### config.mk
export PLATFORM = sky130hd
export DESIGN_NAME = pcf_ctrl
export DESIGN_NICKNAME = d
export VERILOG_FILES = /design/src/rtl/core/pcf_pkg.sv /design/src/rtl/core/pcf_ctrl.sv
export SDC_FILE = /design/constraint.sdc
export NUM_CORES = 1
export LEC_CHECK = 0
export BUFFER_PORTS_ARGS = -buffer_cell sky130_fd_sc_hd__buf_2
export CAP_MARGIN = 20
export CORE_ASPECT_RATIO = 1.5
export CORE_MARGIN = 2
export CORE_UTILIZATION = 56
export CTS_BUF_LIST = sky130_fd_sc_hd__clkbuf_16
export DETAILED_ROUTE_END_ITERATION = 10
export PLACE_DENSITY = 0.8
export SLEW_MARGIN = 30
export SYNTH_ARGS = -nofsm -noshare
export SYNTH_HDL_FRONTEND = slang
export SYNTH_SLANG_ARGS = --single-unit
### constraint.sdc
create_clock -name i_clk -period 2.9 [get_ports i_clk]
set_input_delay 0 -clock i_clk [delete_from_list [all_inputs] [get_ports i_clk]]
set_output_delay 0 -clock i_clk [all_outputs]
set_load 0.1 [all_outputs]
### src/rtl/core/pcf_pkg.sv
// ----------------------------------------------------------------------------
// pcf_pkg: shared definitions for the partitioned convolution filter
// Sizes, fixed-point constants, request codes, controller states and the
// command and status bundles between controller and datapath.
// ----------------------------------------------------------------------------
package pcf_pkg;

    localparam int MAX_TAPS = 4096;
    localparam int ADDR_W   = $clog2(MAX_TAPS);
    localparam int CNT_W    = $clog2(MAX_TAPS + 1);
    localparam int DATA_W   = 24;
    localparam int FRAC_W   = 23;
    localparam int PROD_W   = 2 * DATA_W;
    localparam int ACC_W    = PROD_W + $clog2(MAX_TAPS) + 1;
    localparam int RES_W    = ACC_W - FRAC_W;
    localparam int Q_MAX    = 8388607;
    localparam int Q_MIN    = -8388608;

    typedef enum logic [1:0] {
        REQ_SAMPLE = 2'd0,
        REQ_LOAD   = 2'd1,
        REQ_CLEAR  = 2'd2
    } t_req;

    typedef enum logic [1:0] {
        ST_IDLE,
        ST_RUN,
        ST_DRAIN
    } t_state;

    typedef struct packed {
        logic              start;
        logic              load;
        logic              clear;
        logic              issue;
        logic [ADDR_W-1:0] tap_idx;
        logic              out_load;
    } t_cmd;

    typedef struct packed {
        logic busy;
        logic out_free;
    } t_status;

endpackage

### src/rtl/core/pcf_ctrl.sv
// ----------------------------------------------------------------------------
// pcf_ctrl: request sequencer
// Decodes input beats, holds the tap count register and steps the tap index
// through the multiply-accumulate pass of each sample.
// ----------------------------------------------------------------------------
module pcf_ctrl (
    input  logic                     i_clk,
    input  logic                     i_rst_n,
    input  logic                     i_in_valid,
    input  logic [1:0]               i_req_type,
    output logic                     o_in_stall,
    input  logic                     i_cfg_valid,
    output logic                     o_cfg_ready,
    input  logic [pcf_pkg::CNT_W-1:0] i_cfg_tap_count,
    input  pcf_pkg::t_status         i_status,
    output pcf_pkg::t_cmd            o_cmd
);

    pcf_pkg::t_state             r_state, n_state;
    logic [pcf_pkg::CNT_W-1:0]   r_k, n_k;
    logic [pcf_pkg::CNT_W-1:0]   r_taps, n_taps;
    logic [pcf_pkg::CNT_W-1:0]   r_tap_count;
    logic [pcf_pkg::CNT_W-1:0]   w_taps_clamped;

    assign o_cfg_ready = 1'b1;
    assign o_in_stall  = (r_state != pcf_pkg::ST_IDLE);

    assign w_taps_clamped = (r_tap_count > pcf_pkg::CNT_W'(pcf_pkg::MAX_TAPS))
                          ? pcf_pkg::CNT_W'(pcf_pkg::MAX_TAPS) : r_tap_count;

    always_ff @(posedge i_clk) begin
        if (!i_rst_n) begin
            r_state     <= pcf_pkg::ST_IDLE;
            r_k         <= '0;
            r_taps      <= '0;
            r_tap_count <= '0;
        end else begin
            r_state <= n_state;
            r_k     <= n_k;
            r_taps  <= n_taps;
            if (i_cfg_valid) begin
                r_tap_count <= i_cfg_tap_count;
            end
        end
    end

    always_comb begin
        n_state = r_state;
        n_k     = r_k;
        n_taps  = r_taps;
        o_cmd   = '0;
        o_cmd.tap_idx = r_k[pcf_pkg::ADDR_W-1:0];
        case (r_state)
            pcf_pkg::ST_IDLE: begin
                if (i_in_valid) begin
                    case (pcf_pkg::t_req'(i_req_type))
                        pcf_pkg::REQ_SAMPLE: begin
                            o_cmd.start = 1'b1;
                            n_k    = '0;
                            n_taps = w_taps_clamped;
                            n_state = (w_taps_clamped == '0) ? pcf_pkg::ST_DRAIN
                                                             : pcf_pkg::ST_RUN;
                        end
                        pcf_pkg::REQ_LOAD: begin
                            o_cmd.load = 1'b1;
                        end
                        pcf_pkg::REQ_CLEAR: begin
                            o_cmd.clear = 1'b1;
                        end
                        default: begin
                        end
                    endcase
                end
            end
            pcf_pkg::ST_RUN: begin
                o_cmd.issue = 1'b1;
                n_k = r_k + 1'b1;
                if (n_k == r_taps) begin
                    n_state = pcf_pkg::ST_DRAIN;
                end
            end
            pcf_pkg::ST_DRAIN: begin
                if (!i_status.busy && i_status.out_free) begin
                    o_cmd.out_load = 1'b1;
                    n_state = pcf_pkg::ST_IDLE;
                end
            end
            default: begin
                n_state = pcf_pkg::ST_IDLE;
            end
        endcase
    end

endmodule

==> results of run 1 <==
[cells in the final DEF, fill, tap and decap left out, types with 2 or more instances in the layout]
| cell type | count |
|---|---|
| o21a_1 | 3 |
| nand2_1 | 14 |
| clkbuf_16 | 5 |
| xnor2_1 | 8 |
| nor4_1 | 3 |
| a21boi_0 | 2 |
| nor2_1 | 15 |
| and3_1 | 4 |
| mux2i_1 | 15 |
| a31oi_1 | 2 |
| nor3_1 | 8 |
| nand4_1 | 7 |
| xor2_1 | 7 |
| dfxtp_1 | 41 |
| a21oi_1 | 12 |
| o21ai_0 | 5 |
| inv_1 | 7 |
| buf_2 | 38 |
| buf_4 | 3 |
| nand3_1 | 12 |
| dlygate4sd3_1 | 12 |
| o31ai_1 | 3 |
| nor2b_1 | 36 |
| a22oi_1 | 13 |
| nand2b_1 | 3 |
[per-stage QoR]
stage / instances / total power, mW / hold slack (ns) / utilization [%]
2_1_floorplan: 277 / 0.741 / 0.170 / -
3_3_place_gp: 331 / 0.779 / 0.255 / 61.0
3_5_place_dp: 331 / 0.782 / 0.264 / 61.0
4_1_cts: 351 / 1.40 / 0.0183 / 68.0
5_1_grt: 351 / 1.44 / 0.0257 / 68.0
6_report: 351 / 1.40 / 0.00861 / 68.0
[worst max-delay path: cells and delay by family, from the launching register on]
kind | cells | cell delay, ns
simple gates | 3 | 0.77
compound gates | 2 | 0.69
flops | 1 | 0.45
fa+ha+maj | 1 | 0.34
mux | 1 | 0.11
[metal layers]
| layer | global-route usage [%] | up-vias | part of all wire (%) |
|---|---|---|---|
| met5 | 0 | - | 0 |
| met3 | 4.67 | 11 | 3.6 |
| met1 | 25.4 | 974 | 39 |
| li1 | - | 1025 | - |
| met4 | 6.98 | 0 | 1.8 |
| met2 | 43.5 | 48 | 55 |
[cells by family (layout without fill, tap and decap cells)]
group           after synthesis  in the layout  share of synthesized area (%)
simple gates                112            112                           26.9
compound gates               54             54                           16.4
flops                        41             41                           34.8
buf+inv                      38             67                           9.24
xor+xnor                     15             15                           5.58
mux                          15             15                           6.37
fa+ha+maj                     1              1                          0.531
other cells                   1              1                          0.159
[sequential cells by signal (all words and copies together) (netlist names)]
register / flops
r_k: 13
r_tap_count: 13
r_taps: 13
r_state: 2
[area by class of cell]
type,instances,area share [%]
clock buffers,5,4.60
clock inverters,3,1.38
inverters,6,0.829
multi-input cells,198,48.7
flip-flops and latches,41,30.2
well taps,45,2.07
repair buffers,53,12.2
[worst max-delay path by stage]
stage	end	slack, ns	cells past startpoint
5_1_grt	r_state[1]	0.25	7
4_1_cts	r_state[1]	0.45	7
6_report	r_state[1]	0.43	7
3_5_place_dp	r_state[0]	0.48	7
2_1_floorplan	o_cmd[0]	0.39	2
3_3_place_gp	r_state[0]	0.57	7
[power by group through the flow]
stage	clock network [mW]	registers, mW	logic (mW)
2_1_floorplan	0	0.603	0.138
3_3_place_gp	0	0.607	0.172
3_5_place_dp	0	0.607	0.174
4_1_cts	0.620	0.595	0.188
5_1_grt	0.644	0.597	0.204
6_report	0.609	0.596	0.190
[cells in the mapped netlist (2+ instances only)]
cell      instances  share of area (%)
mux2i_1          15                6.4
nand2b_1          3               0.80
nor2_1           15                2.4
dfxtp_1          41                 35
nor3_1            9                1.9
buf_4            19                6.1
xnor2_1           8                3.0
o31ai_1           3               0.96
xor2_1            7                2.6
nor4_1            3               0.80
nand4_1           7                1.9
a31oi_1           2               0.53
nor2b_1          36                9.6
nand2_1          14                2.2
a21oi_1          12                2.5
clkbuf_1          9                1.4
o21ai_0           5                1.1
nand3_1          12                2.5
a22oi_1          13                4.1
o21a_1            3               0.96
and3_1            4                1.1
buf_2             3               0.64
inv_1             6               0.96
a21boi_0          2               0.64
[what timing repair did]
| item | 4_1_cts | 5_1_grt |
|---|---|---|
| hold buffers | 12 | 0 |
| gates resized for setup | 0 | 0 |
| hold endpoints to repair | 12 | 0 |
| setup buffers | 0 | 0 |
==> impl_metrics.ini, run 1 <==
[logic_synthesis]
syn-instance-count = 277
synthArstFlopShare_pct = 0
synth_edf_count = 0
syn_area_mm2 = 0.00236
synth-warning-count = 0
syn_area_per_cell_um2 = 8.51
synth_ff_type = dfxtp_1
yosys_register_bits = 41
ys_seq_area_share_pct = 34.8
synth_nets = 299
synthDistinctLibCells = 50

[die]
start_util_pct = 59.0
dieArea_mm2 = 0.00475
core_area_mm2 = 0.00399
fp.dieW_um = 57.0
rows = 28
design.portCount = 40
die_h_um = 83.4

[clock_tree]
htreeDepth = 2
cts_sinks = 41
clk_path_buf_depth = 2
clkTransAtPathRegs_ns = 0.06
numCtsBuffers = 5
insertion_delay_ns = 0.28
cts-root-buf = clkbuf_16
cts_tree = done

[timing]
relSlewSlack_pct = 61.0
skew_ns = 0.00248
drv_slew = 0
period_share_pct = 85.2
period_needed_ns = 2.47
rsz0062_at_grt = no
tightest_slew_ns = 0.585
tns_ns = 0
finalSetupViolations = 0
hold_violations = 0
worst_slack_ns = 0.430
fmax_mhz = 405

[worst_setup_path]
worst_path_max_delay_cell = o41a_1
critical_path_class = reg2reg
worstPathArrival_ns = 2.65
rr_startpoint = r_k[0]
critPathMaxStageDelay_ns = 0.47
critical_path.max_fanout = 8
critPathLaunch = r_k[0]
cp-start-kind = flop
r2r-end = r_state[1]
cp.required_ns = 3.08
r2r_setup_slack_ns = 0.43
ff2ff_path_depth = 7
crit_chain = ha_1 -> and3_1 -> nand3_2 -> nor4b_1 -> mux2i_1 -> o41a_1 -> o41ai_2
timing.critical_path.to_type = flop

[power]
p_seq_share_pct = 42.7
peakVddDrop_mv = 0.601
p_sw_mw = 0.348
power_density_mw_per_mm2 = 513
swShare_pct = 24.9
internal-power_mw = 1.05
comb_power_share_pct = 13.6
leakagePower_nw = 1.14
clock_power_share_pct = 43.7

[finish]
drive_above_1_share_pct = 17.0
fin_nets = 327
area.growth.synth_to_final_pct = 15.3
seq_area_um2 = 821
diodes = 0
fill_cells = 321
multi_input_area_mm2 = 0.00132
fin_area_mm2 = 0.00272

[global_routing]
grt_start_max_net_pins = 42
grt_usage_pct = 23.2
grt_pass1_wl_um = 8880
antenna_found_initial = 0
grt_remaining_overflow = 0
grt_pass1_vias = 1964

[detailed_routing]
wirelength_um = 5380
drc = 0
vias = 2058
antenna_left = 0
avgViaCountPerCell = 5.86
firstDrtPassIters = 4
drt_first_iter_violations = 67
wire_per_inst_um = 15.3

[placement]
hpwl_um = 3650
placed_area_mm2 = 0.00243
dp_slack_ns = 0.475
port_buffers = 38
place.gp.congestion = 0.908

[min_path]
min-delay-start = i_cfg_tap_count[1]
hold_end = r_tap_count[1]
hold_path.class = in2reg
holdPathStages = 3

[run]
maxCapViolations = 0

[run_status]
status = complete, no violations
No activity file was read; power rests on OpenSTA's default activity.
==> inputs of run 2 (changes only) <==
==> constraint.sdc (replaced) <==
create_clock -name i_clk -period 2.5 [get_ports i_clk]
set_input_delay 0 -clock i_clk [delete_from_list [all_inputs] [get_ports i_clk]]
set_output_delay 0 -clock i_clk [all_outputs]
set_load 0.1 [all_outputs]
==> impl_metrics.ini, run 2 (same netlist as run 1, synthesis figures left out) <==
[run_status]
status = complete, but fails checks
violations = negative hold slack

[global_routing]
grt_pass1_wl_um = 9260
grt_start_max_net_pins = 42
antenna_found_initial = 0
grt_usage_pct = 24.2
grt_remaining_overflow = 0
grt_pass1_vias = 1986

[worst_setup_path]
critPathMaxStageDelay_ns = 0.47
crit_chain = ha_1 -> and3_1 -> nand3_2 -> nor4b_1 -> mux2i_1 -> o41a_1 -> o21ba_1
path_depth = 7
cp.required_ns = 2.68
critical_path_class = reg2reg
worstPathArrival_ns = 2.51
critical_path.max_fanout = 8
timing.critical_path.to_type = flop
cpLargestDelayFamily = simple AND/OR/NAND/NOR gates
ff2ff_path_depth = 7
cp-start-kind = flop
path_buf_inv = 0
worst_path_max_delay_cell = o41a_1

[min_path]
holdPathStages = 3
hold_path.class = in2reg

[finish]
fin_area_mm2 = 0.00273
diodes = 0
multi_input_area_mm2 = 0.00133
seq_area_um2 = 821
drive_above_1_share_pct = 18.6
top_regs = r_k x13, r_tap_count x13, r_taps x13
fill_cells = 337
fin_util_pct = 68.3
final_cell_mix = 41 x dfxtp_1, 38 x buf_2, 36 x nor2b_1
area.growth.synth_to_final_pct = 15.8
final_common_cell = dfxtp_1
fin_nets = 328

[run]
maxCapViolations = 0

[detailed_routing]
routed.top_layer = met4
dr_wl_met2_um = 2870
drc = 0
wire_per_inst_um = 15.2
firstDrtPassIters = 4
drt_first_iter_violations = 79
wirelength_um = 5350
wl_met1_um = 2130
wl_met3_um = 186
vias = 2078
avgViaCountPerCell = 5.90
antenna_left = 0

[clock_tree]
numCtsBuffers = 5
htreeDepth = 2
cts_sinks = 41
clkTransAtPathRegs_ns = 0.06
clk_path_buf_depth = 2
insertion_delay_ns = 0.29
cts_tree = done
cts-root-buf = clkbuf_16
cts-resized-gates = 0

[timing]
rsz0062_at_grt = no
hold_violations = 1
finalSetupViolations = 0
period_needed_ns = 2.33
relSlewSlack_pct = 60.6
fmax_mhz = 429
tns_ns = 0
drv_slew = 0
tightest_slew_ns = 0.591
period_share_pct = 93.2
whs_ns = -0.00667
skew_ns = 0.00491

[placement]
placed_area_mm2 = 0.00246
place.gp.congestion = 0.913
hpwl_um = 3870
port_buffers = 38

[die]
rows = 28
die_h_um = 83.4
design.portCount = 40
fp.dieW_um = 57.0
start_util_pct = 59.0
core_area_mm2 = 0.00399
dieArea_mm2 = 0.00475

[power]
design_power_total_mw = 1.64
leakagePower_nw = 1.15
peakVddDrop_mv = 0.505
power_density_mw_per_mm2 = 600
run 2: changes by cell type in the layout (fill, tap and decap cells not counted):
| cell | change |
|---|---|
| dlygate4sd3_1 | -2 |
| nor3_2 | +1 |
| buf_4 | +3 |
| nor3_1 | -1 |
| inv_1 | -1 |
| clkinvlp_4 | +1 |
run 2: area by class of cell:
type / count / area share [%]
Multi-Input combinational cell: 198 / 48.6
Sequential cell: 41 / 30.1
Timing Repair Buffer: 54 / 12.3
Clock buffer: 5 / 4.59
Tap cell: 45 / 2.06
Clock inverter: 3 / 1.51
Inverter: 6 / 0.825
run 2: per-layer routing:
layer / vias to the layer above / global-route usage, %
li1: 1026 / -
met1: 979 / 27.4
met2: 57 / 42.5
met3: 16 / 4.67
met4: 0 / 10.8
met5: - / 0
run 2: where the power goes:
part	leakage (nW)	switching, mW	internal, mW	total (mW)
Combinational	0.737	0.140	0.0788	0.218
Sequential	0.333	0.0191	0.672	0.692
Clock	0.0775	0.261	0.467	0.728
Total	1.15	0.419	1.22	1.64
run 2: what timing repair did:
| item | CTS | global route |
|---|---|---|
| buffers inserted | 0 | 0 |
| hold endpoints to repair | 10 | 0 |
| hold buffers | 10 | 0 |
run 2: worst paths after layout:
check | startpoint | to | slack, ns
hold reg to reg | r_state[1] | r_state[1] | 0.53
setup reg to reg | r_k[0] | r_state[0] | 0.17
setup / recovery | r_k[0] | r_state[0] | 0.17
hold / removal | i_cfg_tap_count[5] | r_tap_count[5] | -0.007
run 2: worst reg2reg max path, delay by kind of cell, from the launching register on:
family,cells,cell delay (ns)
simple gates,3,0.77
flops,1,0.45
fa+ha+maj,1,0.21
compound gates,2,0.67
mux,1,0.12
run 2: per-stage QoR:
stage / setup WS, ns / instances
2_1_floorplan: 0.192 / 277
5_1_grt: 0.00479 / 352
6_report: 0.171 / 352
3_3_place_gp: 0.330 / 334
4_1_cts: 0.183 / 352
3_5_place_dp: 0.218 / 334
